## src/rtl/assert_macros.svh

```systemverilog
// assertion helpers, empty when synthesizing
`ifndef ASSERT_MACROS_SVH
`define ASSERT_MACROS_SVH
`ifndef SYNTHESIS
`define ASSERT_IMP(label, clk, rstn, ante, cons) \
    label: assert property (@(posedge clk) disable iff (!(rstn)) (ante) |-> (cons)) \
        else $error("assertion failed");
`define ASSERT_NEXT(label, clk, rstn, ante, cons) \
    label: assert property (@(posedge clk) disable iff (!(rstn)) (ante) |=> (cons)) \
        else $error("assertion failed");
`else
`define ASSERT_IMP(label, clk, rstn, ante, cons)
`define ASSERT_NEXT(label, clk, rstn, ante, cons)
`endif
`endif

```

## src/rtl/gsmr_pkg.sv

```systemverilog
package gsmr_pkg;

    localparam int TABLE_DEPTH = 65536;
    localparam int ADDR_W      = $clog2(TABLE_DEPTH);
    localparam int IDX_W       = ADDR_W + 1;
    localparam int CNT_W       = 17;
    localparam int TIME_W      = 48;
    localparam int COORD_W     = 30;
    localparam int ENTRY_W     = TIME_W + 3 * COORD_W;
    localparam int DIST_W      = 62;
    localparam int ROOT_W      = 31;
    localparam int Q_FRAC      = 24;
    localparam int STEP_W      = 7;
    localparam int SPAN_TOL    = 2;
    localparam int STEP_LIMIT  = 96;

    localparam logic [Q_FRAC-1:0] GOLD_Q = 24'd10368890;
    localparam logic [Q_FRAC-1:0] COMP_Q = 24'd6408897;

    localparam logic OP_LOAD  = 1'b0;
    localparam logic OP_QUERY = 1'b1;

    typedef enum logic [4:0] {
        ST_IDLE, ST_MID_MUL, ST_MID_SET, ST_PRB_MUL, ST_PRB_SET,
        ST_MIX_FAR, ST_MIX_NEAR, ST_MIX_SET,
        ST_D_ADDR, ST_D_X, ST_D_Y, ST_D_Z, ST_D_SUM,
        ST_LOOP, ST_F_ADDR, ST_F_READ, ST_ROOT, ST_OUT
    } state_t;

    function automatic logic [ADDR_W-1:0] clamp_addr(input logic [IDX_W-1:0] p,
                                                     input logic [ADDR_W-1:0] last);
        if (p > IDX_W'(last)) begin
            return last;
        end
        return p[ADDR_W-1:0];
    endfunction

endpackage

```

## src/rtl/gsmr_isqrt.sv

```systemverilog
`include "assert_macros.svh"

// digit-by-digit floor square root, two radicand bits per cycle
module gsmr_isqrt (
    input  logic                        aclk,
    input  logic                        aresetn,
    input  logic                        start,
    input  logic [gsmr_pkg::DIST_W-1:0] value,
    output logic                        done,
    output logic [gsmr_pkg::ROOT_W-1:0] root
);

    localparam int REM_W = gsmr_pkg::ROOT_W + 3;

    logic [gsmr_pkg::DIST_W-1:0] val_reg, val_next;
    logic [gsmr_pkg::DIST_W-1:0] orig_reg, orig_next;
    logic [REM_W-1:0]            rem_reg, rem_next;
    logic [gsmr_pkg::ROOT_W-1:0] root_reg, root_next;
    logic [4:0]                  cnt_reg, cnt_next;
    logic                        busy_reg, busy_next;
    logic                        done_reg, done_next;
    logic [REM_W-1:0]            rem_sh;
    logic [REM_W-1:0]            trial;

    always_comb begin
        rem_sh    = {rem_reg[REM_W-3:0], val_reg[gsmr_pkg::DIST_W-1 -: 2]};
        trial     = {1'b0, root_reg, 2'b01};
        val_next  = val_reg;
        orig_next = orig_reg;
        rem_next  = rem_reg;
        root_next = root_reg;
        cnt_next  = cnt_reg;
        busy_next = busy_reg;
        done_next = 1'b0;
        if (start) begin
            val_next  = value;
            orig_next = value;
            rem_next  = '0;
            root_next = '0;
            cnt_next  = 5'(gsmr_pkg::ROOT_W - 1);
            busy_next = 1'b1;
        end else if (busy_reg) begin
            val_next = {val_reg[gsmr_pkg::DIST_W-3:0], 2'b00};
            if (rem_sh >= trial) begin
                rem_next  = rem_sh - trial;
                root_next = {root_reg[gsmr_pkg::ROOT_W-2:0], 1'b1};
            end else begin
                rem_next  = rem_sh;
                root_next = {root_reg[gsmr_pkg::ROOT_W-2:0], 1'b0};
            end
            cnt_next = cnt_reg - 5'd1;
            if (cnt_reg == 5'd0) begin
                busy_next = 1'b0;
                done_next = 1'b1;
            end
        end
    end

    always_ff @(posedge aclk) begin
        if (!aresetn) begin
            busy_reg <= 1'b0;
            done_reg <= 1'b0;
            cnt_reg  <= '0;
        end else begin
            busy_reg <= busy_next;
            done_reg <= done_next;
            cnt_reg  <= cnt_next;
        end
        val_reg  <= val_next;
        orig_reg <= orig_next;
        rem_reg  <= rem_next;
        root_reg <= root_next;
    end

    assign done = done_reg;
    assign root = root_reg;

    `ASSERT_IMP(a_root_low, aclk, aresetn, done_reg, 64'(root_reg) * 64'(root_reg) <= 64'(orig_reg))
    `ASSERT_IMP(a_root_high, aclk, aresetn, done_reg, (64'(root_reg) + 64'd1) * (64'(root_reg) + 64'd1) > 64'(orig_reg))
    `ASSERT_NEXT(a_start_busy, aclk, aresetn, start, busy_reg)

endmodule

```

## config.mk

```make
export PLATFORM = sky130hd
export DESIGN_NAME = gsmr_isqrt
export DESIGN_NICKNAME = d
export VERILOG_FILES = /design/src/rtl/gsmr_pkg.sv /design/src/rtl/gsmr_isqrt.sv
export VERILOG_INCLUDE_DIRS = /design/src /design/src/rtl
export SDC_FILE = /design/constraint.sdc
export NUM_CORES = 1
export LEC_CHECK = 0
export BUFFER_PORTS_ARGS = -buffer_cell sky130_fd_sc_hd__buf_2
export CAP_MARGIN = 5
export CORE_MARGIN = 1
export CORE_UTILIZATION = 40
export CTS_CLUSTER_DIAMETER = 40
export DETAILED_ROUTE_END_ITERATION = 16
export GPL_ROUTABILITY_DRIVEN = 0
export GPL_TIMING_DRIVEN = 0
export PLACE_DENSITY = 0.64
export SLEW_MARGIN = 15
export SYNTH_ARGS = -nofsm -noshare
export SYNTH_HDL_FRONTEND = slang
export SYNTH_SLANG_ARGS = --single-unit
```

## constraint.sdc

```tcl
create_clock -name aclk -period 2.4 [get_ports aclk]
set_input_delay 0 -clock aclk [delete_from_list [all_inputs] [get_ports aclk]]
set_output_delay 0 -clock aclk [all_outputs]
set_load 0.01 [all_outputs]
```

==> results <==
- The die covers 0.0187 mm2.
- The worst hold path startpoint is start.
- The tree built by TritonCTS fans out to 132 sinks.
- The area share of and/or/nand/nor cells after synthesis is 11.0%.
- The H-tree depth is 4.
- The final reports fail on negative setup slack.
- Summing the sequential cell areas from Yosys gives 44.8% of the chip area.
- Ranked by instance count, the synthesized netlist is headed by nor2_1, dfxtp_1, edfxtp_1.
- The path with the worst hold slack has its endpoint at cnt_reg[2]$_SDFFE_PN0P_.
- The multi-input combinational cells in the finished layout cover a total of 0.00425 mm2.
- The routed design could run at a clock period as short as 2.77 ns.
- The path class of the tightest hold or removal check is in -> reg.
- Counting cells, the worst reg-to-reg path comes to 13.
- The slew at the pin with the worst max-slew slack is 0.805 ns.
- The portion of synthesized cell area occupied by the leading cell type is 25.6%.
- The post-synthesis area per instance is 10.4 um2.
- By area, the combinational part of the netlist is dominated by multiplexers.
- In the routed design, unresolved DRC markers number 0.
- In the synthesized netlist, mux cells make up 16.9% of the area.
- The timing-limited maximum frequency is 361 MHz.
- The TritonCTS clock tree is done.
- After global routing the overflow that remains totals 0.
- The async set-or-reset flop fraction in the synthesized netlist is 0%.
- The overall die height is 137 um.
- The number of warnings issued by yosys is 0.
- In this run the count of I/O pins placed on the die edge is 97.
- The number of stages on the worst hold path is 3.
- The routed via count divided by cell count is 5.28.
- In this run the cell area of the synthesized design comes to 0.00728 mm2.
- The type of the worst setup path is reg -> reg.
- The flip-flop count of the largest register after layout is 62.
- The count of buffers inserted at the top-level ports is 96.
- The sequential cell area in the final layout is 0.00329 mm2.
- In this run the tightest slew margin relative to its limit is 46.3%.
- The post-detailed-placement half-perimeter wirelength is 12100 um.
- Counting distinct cell types in the post-synthesis netlist gives 63.
- For this block, the routed nets add up to 19700 um of wire.
- The CTS buffer count is 17.
- The flip-flop and latch count after synthesis is 132.
- The floorplan die width is 137 um.
- The largest individual stage delay along the critical path comes from the cell a2111oi_4.
- Summing over every cut layer, the via total after detailed routing is 6055.
- The kind of end point of the critical path is a register.
- The count of fill cells added during filler insertion is 1463.
- The first global-routing pass estimated 31000 um of wire.
- The overall fraction of global-route tracks in use is 21.8%.
- The final critical path takes up 115% of the cycle.
- The site row count is 48.
- The detailed-route wire length per cell is 17.2 um.
- The via count of the first global-routing pass is 6115.
- The share of cells above drive strength 1 is 36.9%.
- After detailed routing, the met3 layer carries 1070 um of wire.
- The max-slew violation count is 0.
- The number of buffers on the longest clock path is 2.
- For this design the static power due to leakage is 4.08 nW.
- The placeable core area is 0.0175 mm2.
- Walking the worst path, the cells encountered are inv_2 -> ha_4 -> a21o_1 -> a21oi_4 -> a2111oi_4 -> o211ai_2 -> nand2_2 -> o31ai_4 -> o21ai_4 -> buf_6 -> buf_12 -> mux2i_1 -> o21ai_1.
- Synthesis handed over a netlist of 699 instances.
- Setup repair after global routing could not meet its margin everywhere.
- The library cell used as clock root buffer is clkbuf_16.
- Clock-pin slew was measured on the worst setup and hold paths at 0.07 ns.
- The complex-gate fraction of the synthesized area is 13.2%.
- The hold violation count in the final report is 0.
- The wire length on met1 is 8760 um.
- For this run, the slowest stage of the critical path takes 0.42 ns.
- After layout, the worst setup slack is -0.368 ns.
- The final cell count without fillers is 1146.
- The sort of element at the start of the critical path is a register.
- The adder and majority cell fraction of the synthesized area is 6.01%.
- The number of detailed-route iterations in the first pass is 7.
- For the worst setup path, the data required time is 2.70 ns.
- By area the synthesized netlist is led by edfxtp_1, dfxtp_1, mux2_2.
- Clock latency on the worst-skew pair, taken at its later pin, is 0.43 ns.
- The highest signal layer in the routed design is met4.
- In this run, synthesis inferred 62 flip-flops with an integrated enable.
- The run finished, with violations left.
- Yosys instantiated no cell more often than nor2_1.
- Of the total synthesized cell area, the portion taken by XOR and XNOR cells is 3.61%.
- The worst reg2reg path startpoint is root[2]$_SDFFE_PP0P_.
- The number of nets handed over by synthesis was 799.
- In the final design database the tool counted 1008 nets.
- The power density over the cells is 1670 mW/mm2.
- The maximum vdd ir drop is 1.04 mV.
- Hold timing on the final database bottoms out at a slack of 0.0445 ns.
- After detailed routing, the met2 layer carries 9350 um of wire.
- For this run, the leading register cell type out of synthesis is dfxtp_1.
- The register-to-register setup slack is -0.37 ns.
- The signed area change from the synthesized netlist to the final layout is 39.5%.
- Of all cell types, the one taking the most synthesized area is edfxtp_1.
- The starting density of the core is 41.5%.
- Setup violations remaining at the end of the flow were counted as 33.
- For this block, the initial DRC count from the detailed router was 323.
- The worst clock skew is 0.00958 ns.
- The endpoint of the lowest-slack register-to-register path is rem_reg[14]$_SDFFE_PP0P_.
- The repair_antennas step left the layout with diodes totalling 0.
- The worst-path maximum fanout is 5.
- The max-cap check violation count is 0.
- The maximum number of pins on one net before global-route repair is 63.
- In this run, placement finished with an instance count of 1020.
- The initial antenna violation count came to 0.
- The worst endpoint data arrival time is 3.06 ns.
- The antenna violation net count after detailed routing is 0.
## worst max-delay path: cells and delay by family (launching register included)
| family | cells | cell delay, ns |
|---|---|---|
| muxes | 1 | 0.20 |
| DFF | 1 | 0.34 |
| AOI/OAI and AO/OA | 7 | 1.31 |
| buffers and inverters | 3 | 0.36 |
| adders and majority gates | 1 | 0.29 |
| and+or+nand+nor | 1 | 0.12 |
## cell type report
class                           instances  share of cell area [%]
Multi-Input combinational cell        487                    41.9
Sequential cell                       132                    32.4
Timing Repair Buffer                  195                    14.2
Clock buffer                           18                    4.22
Tap cell                              225                    2.77
Inverter                               49                    1.83
Clock inverter                         14                    1.42
Buffer                                 26                    1.32
## through the flow
stage               total power [W]  setup TNS, ns  worst slack (ns)  util, %  area (um2)
finish                       0.0170          -9.55            -0.368     57.9       10200
global route                 0.0179         -14.33            -0.521     57.9       10200
CTS                          0.0166          -8.91            -0.347     56.5        9900
detailed placement           0.0108         -17.00            -0.599     46.2        8100
global placement             0.0108         -77.21            -0.979     46.1        8090
floorplan                   0.00926          -5.34            -0.204        -        7330
## worst max path at each step
stage / startpoint / endpoint / slack (ns) / cells past startpoint
floorplan: root[10]$_SDFFE_PP0P_ / rem_reg[23]$_SDFFE_PP0P_ / -0.20 / 13
global route: root[6]$_SDFFE_PP0P_ / rem_reg[14]$_SDFFE_PP0P_ / -0.52 / 12
finish: root[2]$_SDFFE_PP0P_ / rem_reg[14]$_SDFFE_PP0P_ / -0.37 / 13
global placement: busy_reg$_SDFF_PN0_ / val_reg[9]$_DFFE_PP_ / -0.98 / 3
detailed placement: root[13]$_SDFFE_PP0P_ / rem_reg[13]$_SDFFE_PP0P_ / -0.60 / 13
CTS: root[10]$_SDFFE_PP0P_ / rem_reg[13]$_SDFFE_PP0P_ / -0.35 / 14
## cells in the final DEF, fill, tap and decap left out, drive strengths merged, types with 3 or more instances in the layout
cell and n:
and2 4, a21o 9, ha 35, nor2 71, clkinv 6, inv 55
mux2i 54, buf 140, nor3 12, dlygate4sd3 63, edfxtp 62, o21ai 30
a21oi 32, o21bai 6, and3 8, nor2b 3, xnor2 23, o21a 9
xor2 7, dfxtp 70, clkbuf 36, o31ai 4, mux2 61, o211ai 7
nand4 7, a211oi 18, nor4 6, nand2 43, nand3 9
## metal layers
layer / GRT usage [%] / vias to the layer above
li1: - / 2940
met1: 26.6 / 2905
met2: 35.9 / 167
met3: 6.74 / 43
met4: 8.06 / 0
met5: 0 / -
## cell families after synthesis
| family | Yosys count |
|---|---|
| AND/OR/NAND/NOR | 171 |
| multiplexers | 115 |
| adder cells (fa/ha/maj) | 35 |
| AO/OA/AOI/OAI | 136 |
| buffers and inverters | 80 |
| flip-flops | 132 |
| XOR/XNOR | 30 |
## power breakdown
| group | total (W) | switching (W) | internal, W | leakage, nW |
|---|---|---|---|---|
| clock network | 0.00256 | 0.00111 | 0.00146 | 0.280 |
| logic | 0.0114 | 0.00568 | 0.00570 | 2.59 |
| registers | 0.00306 | 0.000316 | 0.00275 | 1.20 |
| total | 0.0170 | 0.00710 | 0.00991 | 4.08 |
## timing repair
item | CTS | global route
endpoints found under the setup margin | 95 | 33
buffers inserted | 22 | 13
pin swaps | 20 | 30
gates resized for setup | 73 | 66
gates cloned | 3 | 1
hold buffers | 63 | 0
hold endpoints to repair | 69 | 0
No activity file was read; power rests on OpenSTA's default activity.
