<file path="config.mk">
export PLATFORM = sky130hd
export DESIGN_NAME = gsmr_ram
export DESIGN_NICKNAME = d
export VERILOG_FILES = /design/src/rtl/assert_macros.svh /design/src/rtl/gsmr_ram.sv
export SDC_FILE = /design/constraint.sdc
export NUM_CORES = 1
export LEC_CHECK = 0
export BUFFER_PORTS_ARGS = -buffer_cell sky130_fd_sc_hd__buf_2
export CAP_MARGIN = 15
export CORE_MARGIN = 5
export CORE_UTILIZATION = 35
export DETAILED_ROUTE_END_ITERATION = 10
export PLACE_DENSITY = 0.58
export SLEW_MARGIN = 20
export SYNTH_ARGS = -nofsm -noshare
export SYNTH_HDL_FRONTEND = slang
export SYNTH_SLANG_ARGS = --single-unit
</file>
<file path="constraint.sdc">
create_clock -name aclk -period 1.7 [get_ports aclk]
set_input_delay 0.17 -clock aclk [delete_from_list [all_inputs] [get_ports aclk]]
set_output_delay 0.17 -clock aclk [all_outputs]
set_load 0.1 [all_outputs]
</file>
<file path="src/rtl/assert_macros.svh">
// assertion helpers, empty when synthesizing
`ifndef ASSERT_MACROS_SVH
`define ASSERT_MACROS_SVH
`ifndef SYNTHESIS
`define ASSERT_IMP(label, clk, rstn, ante, cons) \
    label: assert property (@(posedge clk) disable iff (!(rstn)) (ante) |-> (cons)) \
        else $error("assertion failed");
`define ASSERT_NEXT(label, clk, rstn, ante, cons) \
    label: assert property (@(posedge clk) disable iff (!(rstn)) (ante) |=> (cons)) \
        else $error("assertion failed");
`else
`define ASSERT_IMP(label, clk, rstn, ante, cons)
`define ASSERT_NEXT(label, clk, rstn, ante, cons)
`endif
`endif

</file>
<file path="src/rtl/gsmr_ram.sv">
module gsmr_ram #(
    parameter int WIDTH = 8,
    parameter int DEPTH = 16
) (
    input  logic                     aclk,
    input  logic                     wr_en,
    input  logic [$clog2(DEPTH)-1:0] wr_addr,
    input  logic [WIDTH-1:0]         wr_data,
    input  logic [$clog2(DEPTH)-1:0] rd_addr,
    output logic [WIDTH-1:0]         rd_data
);

    logic [WIDTH-1:0] mem [DEPTH];
    logic [WIDTH-1:0] rd_data_reg;

    always_ff @(posedge aclk) begin
        if (wr_en) begin
            mem[wr_addr] <= wr_data;
        end
        rd_data_reg <= mem[rd_addr];
    end

    assign rd_data = rd_data_reg;

endmodule

</file>
==> summary.md, run 1 <==
| Metric | Value |
|---|---|
| Status | `complete, no violations` |
| CP startpoint kind | `register` |
| Relative slew slack | `0.669` |
| Max stage delay cell, worst path | `buf_2` |
| Clock transition at path regs | `~60 ps` |
| Worst setup EP type | `output pin` |
| Reg-to-Reg End | `rd_data[1]$_DFF_P_` |
| Yosys cell types | `19` |
| Top post-synthesis cells by area | `edfxtp_1 75%, mux4_2 7.9%, mux4_1 7.1%` |
| Sw frac | `0.212` |
| Slack of the critical path | `304 ps` |
| RR Startpoint | `mem[0][1]$_DFFE_PP_` |
| Syn avg cell area | `22.5 um^2` |
| HP Class | `in -> reg` |
| Yosys top cell area share | `0.747` |
| Most frequent cells in the layout | `128 x edfxtp_1, 25 x buf_2, 21 x buf_4, 18 x mux4_2, 17 x clkbuf_16` |
| Post-Layout Inst Area | `approximately 6200 um^2` |
| Peak VDD IR | `around 0.00066 V` |
| Setup Viol. Count Final | `0` |
| Drt pass-1 iters | `4` |
| Met1 Resource Use GR | `0.169` |
| Worst Path Buf+Inv | `1` |
| Final wirelength | `~10000 um` |
| Wirelength per Cell | `just over 20 um` |
| Worst Hold Path EP | `mem[5][4]$_DFFE_PP_` |
| Core area | `14,500 um^2` |
| Post-synthesis compound-gate area fraction | `0.0233` |
| R2R setup slack | `390 ps` |
| Max incr delay on CP | `450 ps` |
| Xor and xnor fraction of the mapped netlist area | `0` |
| Hold_ws | `~140 ps` |
| Number of antenna diodes | `0` |
| Initial Utilization | `0.356` |
| Vias in the first global route | `around 2,600` |
| Pin count of the biggest net entering global routing | `19` |
| Slew Viols, Final | `0` |
| Area growth syn-to-layout | `20.9%` |
| Area after DPL | `5610 um^2` |
| GRT Util Overall | `0.121` |
| # IOs | `26` |
| Max reg flops | `around 130` |
| Fin. Hold Viols | `0` |
| Vias | `~2,400` |
| Commonest non-fill, non-tap cell in the layout | `edfxtp_1` |
| CP delay by family, top | `buffers and inverters` |
| Sw Pwr | `1.71 mW` |
| Crit path DAT | `approximately 1200 ps` |
| Required @ worst endpoint | `around 1500 ps` |
| Cells after Synth | `between 200 and 250` |
| Worst path cell trace | `buf_2` |
| Seq cells post-synth | `about 140` |
| Layout cells sized above 1 | `0.324` |
| RSZ-0062 raised after global routing | `no` |
| Die ar. | `between 15,000 and 20,000 um^2` |
| R2R depth | `3` |
| Clock share of power | `0.468` |
| Die X-Extent | `around 130 um` |
| Post-synthesis adder-cell area fraction | `0` |
| Share of synthesized cell area in and, or, nand and nor gates | `0.0318` |
| Crit-path max FO | `1` |
| IO Port Bufs | `25` |
| DRC viols | `0` |
| Sequential share of the synthesized area | `0.778` |
| Met2 Use GR | `0.176` |
| Initial antenna violation count | `0` |
| Hold-fix buffers, CTS | `0` |
| 1st-iter DRT viols | `239` |
| Row count | `44` |
| P_int | `roughly 6.3 mW` |
| Post_cts resized | `0` |
| Most Used Layer, Global Route | `met2` |
| Critical path class | `reg -> out` |
| Routed Antenna Nets | `0` |
| Routing usage on met3 | `0.0375` |
| Nets | `304` |
| Hold Crit Start | `wr_data[4]` |
| Placer congestion estimate | `around 0.74` |
| CTS Buffer Depth | `2` |
| Largest family of logic cells by synthesized area | `multiplexers` |
| Clock Skews | `slightly below 7 ps` |
| Leak | `roughly 2.1 nW` |
| Area leader, netlist | `edfxtp_1` |
| Tmin final | `about 1400 ps` |
| Slew @ Worst Pin | `roughly 500 ps` |
| TritonCTS clock tree | `built` |
| Net count after synthesis | `about 250` |
| H-tree depth | `4` |
| FMAX | `0.716 GHz` |
| Cell Area, Synth | `5150 um^2` |
| Vias/cell | `roughly 5` |
| DPL Wire Length | `6600 um` |
| First-pass GRT wire length | `15,500 um` |
| Hold Crit Depth | `1` |
| Post-synthesis mux area share | `0.150` |
| Skew-Pair Late Insertion Delay | `~400 ps` |
| Clk sinks | `136` |
| Postcts setup bufs | `0` |
| Max cap viols | `0` |
| CTS root buf | `clkbuf_16` |
| Final setup TNS | `0 ps` |
| Seq pwr share | `0.469` |
| GRT Residual Overflow | `0` |
| Pre-CTS setup slack | `approximately 150 ps` |
| Die H | `between 100 and 150 um` |
| Period utilization | `0.821` |
| Combinational Power Share | `0.063` |
| Cts bufs inserted | `17` |
| Ys Warns | `0` |
| PwrDens | `about 1300 nW/um^2` |
==> Yosys cell counts (all sizes together) <==
master	n
mux4	32
nor2	13
nand3	1
nand2	9
and2b	1
buf	7
a22oi	16
nand2b	2
or3b	1
and2	1
dfxtp	8
nor3	4
edfxtp	128
nor2b	1
clkdlybuf4s25	3
nand3b	2
==> logic make-up after synthesis <==
group | Yosys count
AOI/OAI and AO/OA | 16
DFF | 136
buffers and inverters | 10
muxes | 32
and+or+nand+nor | 35
==> cell type report <==
class / count / area, um^2
well taps: 184 / 230
clock buffers: 17 / 425
fillers: 1258 / 8260
multi-input cells: 83 / 1060
flip-flops and latches: 136 / 4000
clock inverters: 15 / 184
repair buffers: 48 / 323
==> worst max path at each step <==
| stage | cells past startpoint | slack [ps] | start | endpoint |
|---|---|---|---|---|
| floorplan | 2 | 40 | wr_addr[2] | mem[0][0]$_DFFE_PP_ |
| detailed placement | 5 | 150 | rd_addr[0] | rd_data[3]$_DFF_P_ |
| global route | 1 | 270 | rd_data[1]$_DFF_P_ | rd_data[1] |
| finish | 1 | 300 | rd_data[1]$_DFF_P_ | rd_data[1] |
| CTS | 1 | 290 | rd_data[0]$_DFF_P_ | rd_data[0] |
| global placement | 5 | 150 | rd_addr[0] | rd_data[0]$_DFF_P_ |
==> per-stage QoR <==
step	util	total power [mW]	instances
2_1_floorplan	-	4.19	229
3_3_place_gp	0.388	4.35	451
3_5_place_dp	0.388	4.36	451
4_1_cts	0.430	8.11	483
5_1_grt	0.430	8.30	483
6_report	0.430	8.04	483
==> per-layer routing <==
layer	part of all wire	vias up
met2	0.48	41
met5	0	-
met3	0.033	13
li1	-	1087
met1	0.48	1285
met4	0.014	0
==> power by group through the flow <==
stage | combinational [mW] | clock, mW | sequential, mW
after floorplan | 0.190 | 0 | 4.00
after global placement | 0.507 | 0 | 3.84
after detailed placement | 0.514 | 0 | 3.84
after CTS | 0.515 | 3.82 | 3.78
after global routing | 0.540 | 3.98 | 3.78
final | 0.505 | 3.76 | 3.77
Power figures use the tool's default switching activity.
==> inputs of run 2 (changes only) <==
--- a/config.mk
+++ b/config.mk
@@ -5,12 +5,13 @@
 export SDC_FILE = /design/constraint.sdc
 export NUM_CORES = 1
 export LEC_CHECK = 0
+export ABC_AREA = 1
 export BUFFER_PORTS_ARGS = -buffer_cell sky130_fd_sc_hd__buf_2
 export CAP_MARGIN = 15
 export CORE_MARGIN = 5
 export CORE_UTILIZATION = 35
 export DETAILED_ROUTE_END_ITERATION = 10
-export PLACE_DENSITY = 0.58
+export PLACE_DENSITY = 0.56
 export SLEW_MARGIN = 20
 export SYNTH_ARGS = -nofsm -noshare
 export SYNTH_HDL_FRONTEND = slang
==> constraint.sdc (replaced) <==
create_clock -name aclk -period 1.35 [get_ports aclk]
set_input_delay 0.135 -clock aclk [delete_from_list [all_inputs] [get_ports aclk]]
set_output_delay 0.135 -clock aclk [all_outputs]
set_load 0.1 [all_outputs]
==> run 2 against run 1 <==
Compared with the run above: synthesized cell count rose by 140%; register-to-register slack got worse by 80 ps; hold slack got worse by 1.0 ps; sequential power rose by 26%; non-clock buffer count rose by 5; setup slack got worse by 240 ps; sequential share of layout area fell by 5.5 points; routed wire length rose by 36%; critical path depth did not move; count of clock-buffer cells in the layout rose by 6; power rose by 22%.
==> summary.md, run 2 <==
| Metric | Value |
|---|---|
| Status | `complete, no violations` |
| R2R depth | `6` |
| Yosys cell types | `12` |
| Hold Crit Start | `wr_data[4]` |
| Synth Flop Type | `edfxtp_1` |
| Slack of the critical path | `68.3 ps` |
| Initial antenna violation count | `0` |
| Max reg flops | `128` |
| Final setup TNS | `0 ps` |
| First-pass GRT wire length | `21,600 um` |
| PwrDens | `1440 nW/um^2` |
| EDFF count, synth | `between 100 and 150` |
| Row count | `47` |
| Die ar. | `approximately 19,000 um^2` |
| IO Port Bufs | `25` |
| 1st-iter DRT viols | `between 300 and 400` |
| Die X-Extent | `approximately 140 um` |
| FF+latch area | `roughly 4000 um^2` |
| Setup Viol. Count Final | `0` |
| Area of the multi-input gates | `around 1200 um^2` |
| Pin count of the biggest net entering global routing | `a little over 50` |
| Pre-CTS setup slack | `roughly 100 ps` |
| Core area | `16,300 um^2` |
| Yosys top cell area share | `0.667` |
| Hold-fix buffers, CTS | `0` |
| GRT Util Overall | `0.148` |
| Skew-Pair Late Insertion Delay | `410 ps` |
| Post_cts resized | `1` |
| HP Class | `in -> reg` |
| Area growth syn-to-layout | `18.1%` |
| Cell Area, Synth | `around 5800 um^2` |
| Clk sinks | `136` |
| Net count after synthesis | `between 500 and 600` |
| Area leader, netlist | `edfxtp_1` |
| Reg-to-Reg End | `rd_data[3]$_DFF_P_` |
| Max stage delay cell, worst path | `buf_2` |
| Critical path class | `reg -> out` |
| Relative slew slack | `0.672` |
| Clock Skews | `6.00 ps` |
| Layout cells sized above 1 | `0.134` |
| DRC viols | `0` |
| Commonest non-fill, non-tap cell in the layout | `nand2_1` |
| Final wirelength | `~14,000 um` |
| Fin. Hold Viols | `0` |
| FMAX | `roughly 0.78 GHz` |
| Cells after Synth | `approximately 550` |
| Max cap viols | `0` |
| CP delay by family, top | `buffers and inverters` |
| Hold Crit Depth | `1` |
| Slew Viols, Final | `0` |
| CP startpoint kind | `register` |
| Ys Warns | `0` |
| Asr flop ratio synth | `0` |
| Number of antenna diodes | `0` |
| Clock transition at path regs | `60 ps` |
| Most frequent cell after synthesis | `nand2_1` |
| Post-layout total power | `a little under 10 mW` |
| Vias in the first global route | `3,916` |
| RR Startpoint | `mem[7][3]$_DFFE_PP_` |
| DPL Wire Length | `roughly 8500 um` |
| R2R setup slack | `just over 300 ps` |
| Vias/cell | `approximately 4.6` |
| CTS root buf | `clkbuf_16` |
| Post-Layout Inst Area | `6810 um^2` |
| Initial Utilization | `0.353` |
| Worst Path Buf+Inv | `1` |
| Commonest cells in the netlist | `173 x nand2_1, 128 x edfxtp_1, 100 x inv_1` |
| Worst path cell trace | `buf_2` |
| Area after DPL | `between 6000 and 7000 um^2` |
| RSZ-0062 raised after global routing | `no` |
| Crit path DAT | `roughly 1200 ps` |
| Vias | `3,805` |
| TritonCTS clock tree | `built` |
| Nets | `between 600 and 700` |
| Fillers | `1,618` |
| Worst Hold Path EP | `mem[4][4]$_DFFE_PP_` |
| Postcts setup bufs | `0` |
| Max incr delay on CP | `approximately 420 ps` |
| Required @ worst endpoint | `~1200 ps` |
| Seq cells post-synth | `approximately 140` |
| Leak | `2.94 nW` |
| GRT Residual Overflow | `0` |
| Period utilization | `0.949` |
| Routed Antenna Nets | `0` |
| H-tree depth | `4` |
| Die H | `138 um` |
| Most frequent cells in the layout | `173 x nand2_1, 128 x edfxtp_1, 100 x inv_1, 97 x nand3_1, 25 x buf_4` |
| Tmin final | `approximately 1300 ps` |
| Worst setup EP type | `output pin` |
| # IOs | `26` |
| Drt pass-1 iters | `4` |
| Syn avg cell area | `between 10 and 15 um^2` |
| Crit-path max FO | `1` |
| Peak VDD IR | `~0.00095 V` |
| CTS Buffer Depth | `2` |
| Wirelength per Cell | `between 15 and 20 um` |
| Hold_ws | `142 ps` |
| Top post-synthesis cells by area | `edfxtp_1 67%, nand2_1 11%, nand3_1 8.4%` |
| Cts bufs inserted | `17` |
| Sequential share of the synthesized area | `0.694` |
| Slew @ Worst Pin | `around 490 ps` |
| Placer congestion estimate | `0.828` |
run 2: cell types whose count changed after synthesis, sizes merged, moves of 4 or more:
cell,before,now
nand2,9,173
nor3,4,0
inv,0,102
nand3,1,97
buf,7,24
a22oi,16,0
nor2,13,17
mux4,32,0
run 2: worst max path at each step:
stage                             startpoint                    to  depth (start not counted)
after floorplan                   wr_addr[2]  mem[10][0]$_DFFE_PP_                          2
after global routing      rd_data[0]$_DFF_P_            rd_data[0]                          1
after global placement            rd_addr[0]    rd_data[7]$_DFF_P_                          8
after detailed placement          rd_addr[0]    rd_data[7]$_DFF_P_                          8
final                     rd_data[0]$_DFF_P_            rd_data[0]                          1
after CTS                 rd_data[0]$_DFF_P_            rd_data[0]                          1
run 2: final cells by class:
cell class / instances / area share
multi-input combinational: 289 / 0.178
sequential: 136 / 0.588
timing repair buffer: 53 / 0.0570
clock buffer: 23 / 0.0687
inverter: 102 / 0.0562
tap: 220 / 0.0404
clock inverter: 9 / 0.0112
run 2: kinds of logic (layout without fill, tap and decap cells):
kind of cell,Yosys count,in the layout,synth area share
flops,136,136,0.694
simple gates,289,289,0.210
buf+inv,126,187,0.0952
run 2: through the flow:
| step | std cells | util |
|---|---|---|
| 2_1_floorplan | 551 | - |
| 3_3_place_gp | 800 | 0.383 |
| 3_5_place_dp | 800 | 0.383 |
| 4_1_cts | 832 | 0.416 |
| 5_1_grt | 832 | 0.416 |
| 6_report | 832 | 0.416 |
run 2: metal layers:
metal | vias to the layer above | wire (um) | global-route usage
met5 | - | 0 | 0
met4 | 0 | 331 | 0.0634
met1 | 1807 | 6010 | 0.189
li1 | 1865 | - | -
met3 | 26 | 567 | 0.0325
met2 | 107 | 6610 | 0.243
run 2: power by group:
part           switching (mW)  leakage, nW  internal [mW]
Clock                    1.64        0.260           2.61
Sequential             0.0255         1.22           4.72
Combinational           0.609         1.45          0.196
==> inputs of run 3 (changes only) <==
==> constraint.sdc (replaced) <==
create_clock -name aclk -period 1.35 [get_ports aclk]
set_input_delay 0.135 -clock aclk [delete_from_list [all_inputs] [get_ports aclk]]
set_output_delay 0.135 -clock aclk [all_outputs]
set_load 0.005 [all_outputs]
==> run 3 against run 2 <==
Compared with the run above: die area stayed put; count of clock-buffer cells in the layout stayed put; clock skew hardly changed; final cell count stayed put; setup slack better by 240 ps; sequential share of layout area hardly changed; clock power hardly changed; combinational power is 25% lower; sequential power hardly changed; hold slack hardly changed.
==> summary.md, run 3 (same netlist as run 2, synthesis figures left out) <==
| Metric | Value |
|---|---|
| Max reg flops | `about 130` |
| Clk sinks | `136` |
| Post_cts resized | `0` |
| Placed cell count | `800` |
| Pin count of the biggest net entering global routing | `roughly 50` |
| DPL Wire Length | `approximately 8500 um` |
| Hold-fix buffers, CTS | `0` |
| Wirelength per Cell | `approximately 16 um` |
| Pre-CTS setup slack | `101 ps` |
| Status | `complete, no violations` |
| Initial antenna violation count | `0` |
| TritonCTS clock tree | `built` |
| Fillers | `roughly 1,600` |
| Die ar. | `19,100 um^2` |
| Routed Antenna Nets | `0` |
| Period utilization | `0.769` |
| Skew-Pair Late Insertion Delay | `between 400 and 500 ps` |
| Worst setup EP type | `register` |
| Slack of the critical path | `about 310 ps` |
| Leak | `2.94 nW` |
| Most Used Layer, Global Route | `met2` |
| Core area | `16,300 um^2` |
| Nets | `around 620` |
| DRC viols | `0` |
| RR Startpoint | `mem[7][3]$_DFFE_PP_` |
| Max cap viols | `0` |
| Layout cells sized above 1 | `0.134` |
| Relative slew slack | `0.731` |
| RSZ-0062 raised after global routing | `no` |
| Met2 Use GR | `0.243` |
| Placer congestion estimate | `between 0.8 and 0.9` |
| Met1 Resource Use GR | `0.189` |
| Critical path class | `reg -> reg` |
| Number of antenna diodes | `0` |
| Vias in the first global route | `between 3,000 and 4,000` |
| Slew @ Worst Pin | `around 400 ps` |
| Clock transition at path regs | `roughly 60 ps` |
| Clock Skews | `6.00 ps` |
| CTS root buf | `clkbuf_16` |
| Seq pwr share | `0.495` |
| Setup Viol. Count Final | `0` |
| Vias/cell | `between 4 and 5` |
| P_int | `approximately 7.5 mW` |
| Fin util | `0.416` |
| Cts bufs inserted | `17` |
| Initial Utilization | `0.353` |
| Crit path DAT | `approximately 1300 ps` |
| Final wirelength | `between 10,000 and 15,000 um` |
| Area of the multi-input gates | `1210 um^2` |
| CTS Buffer Depth | `2` |
| Tmin final | `between 1000 and 1500 ps` |
| Row count | `47` |
| Final setup TNS | `0 ps` |
| HP Class | `in -> reg` |
| FMAX | `around 0.96 GHz` |
| H-tree depth | `4` |
| Sw frac | `0.216` |
| Drt pass-1 iters | `4` |
| GRT Util Overall | `0.148` |
| Crit path launch | `mem[7][3]$_DFFE_PP_` |
| # IOs | `26` |
| Fin. Hold Viols | `0` |
| Postcts setup bufs | `0` |
| Routing usage on met3 | `0.0325` |
| Sw Pwr | `approximately 2.1 mW` |
| Most frequent cells in the layout | `173 x nand2_1, 128 x edfxtp_1, 100 x inv_1, 97 x nand3_1, 25 x buf_2` |
| Area growth syn-to-layout | `18.0%` |
| PwrDens | `1410 nW/um^2` |
| Die H | `between 100 and 150 um` |
| CP startpoint kind | `register` |
| Vias | `3,804` |
| Commonest non-fill, non-tap cell in the layout | `nand2_1` |
| Cell Count, Final, Fillers Out | `between 800 and 900` |
| Slew Viols, Final | `0` |
| Crit-path max FO | `1` |
| Combinational Power Share | `0.063` |
| Die X-Extent | `around 140 um` |
| Peak VDD IR | `about 0.00095 V` |
| FF+latch area | `~4000 um^2` |
| First-pass GRT wire length | `approximately 22,000 um` |
| Clock share of power | `0.442` |
| GRT Residual Overflow | `0` |
| IO Port Bufs | `25` |
| Required @ worst endpoint | `approximately 1600 ps` |
| Hold Crit Start | `wr_data[4]` |
| 1st-iter DRT viols | `around 330` |
## run 3: cell types whose count changed in the layout (fill, tap and decap cells not counted)
cell	change
buf_2	+1
buf_4	-1
## run 3: per-stage QoR
step	hold WS, ps	instance area, um^2	power, mW
final	142	6810	9.60
after global routing	135	6810	9.95
after CTS	126	6810	9.69
after detailed placement	516	6260	5.45
after global placement	519	6260	5.44
after floorplan	234	5770	5.17
## run 3: final cells by class
class | count | area share
clock buffers | 23 | 0.0688
clock inverters | 9 | 0.0112
inverters | 102 | 0.0563
multi-input cells | 289 | 0.178
flip-flops and latches | 136 | 0.588
well taps | 220 | 0.0404
repair buffers | 53 | 0.0566
## run 3: final timing paths
| kind | slack, ps | depth (start not counted) | to |
|---|---|---|---|
| worst max-delay path | 310 | 6 | rd_data[3]$_DFF_P_ |
| worst min-delay path | 140 | 1 | mem[4][4]$_DFFE_PP_ |
| worst max register to register | 310 | 6 | rd_data[3]$_DFF_P_ |
| worst min register to register | 680 | 6 | rd_data[7]$_DFF_P_ |
## run 3: worst max-delay path: stages (launching register included)
cell and delay, ps:
edfxtp_1 370, inv_1 60, nand2_1 40, nand3_1 70
nand3_1 150, nand3_1 140, nand2_1 80
## run 3: layer usage
| layer | vias up | share of wire | routed length (um) |
|---|---|---|---|
| met5 | - | 0 | 0 |
| li1 | 1865 | - | - |
| met1 | 1808 | 0.45 | 6030 |
| met3 | 26 | 0.041 | 553 |
| met4 | 0 | 0.024 | 331 |
| met2 | 105 | 0.49 | 6610 |
## run 3: power groups by stage
stage | clock (mW) | sequential (mW) | combinational [mW]
2_1_floorplan | 0 | 4.83 | 0.333
3_3_place_gp | 0 | 4.83 | 0.602
3_5_place_dp | 0 | 4.84 | 0.611
4_1_cts | 4.33 | 4.75 | 0.614
5_1_grt | 4.52 | 4.75 | 0.676
6_report | 4.24 | 4.75 | 0.604
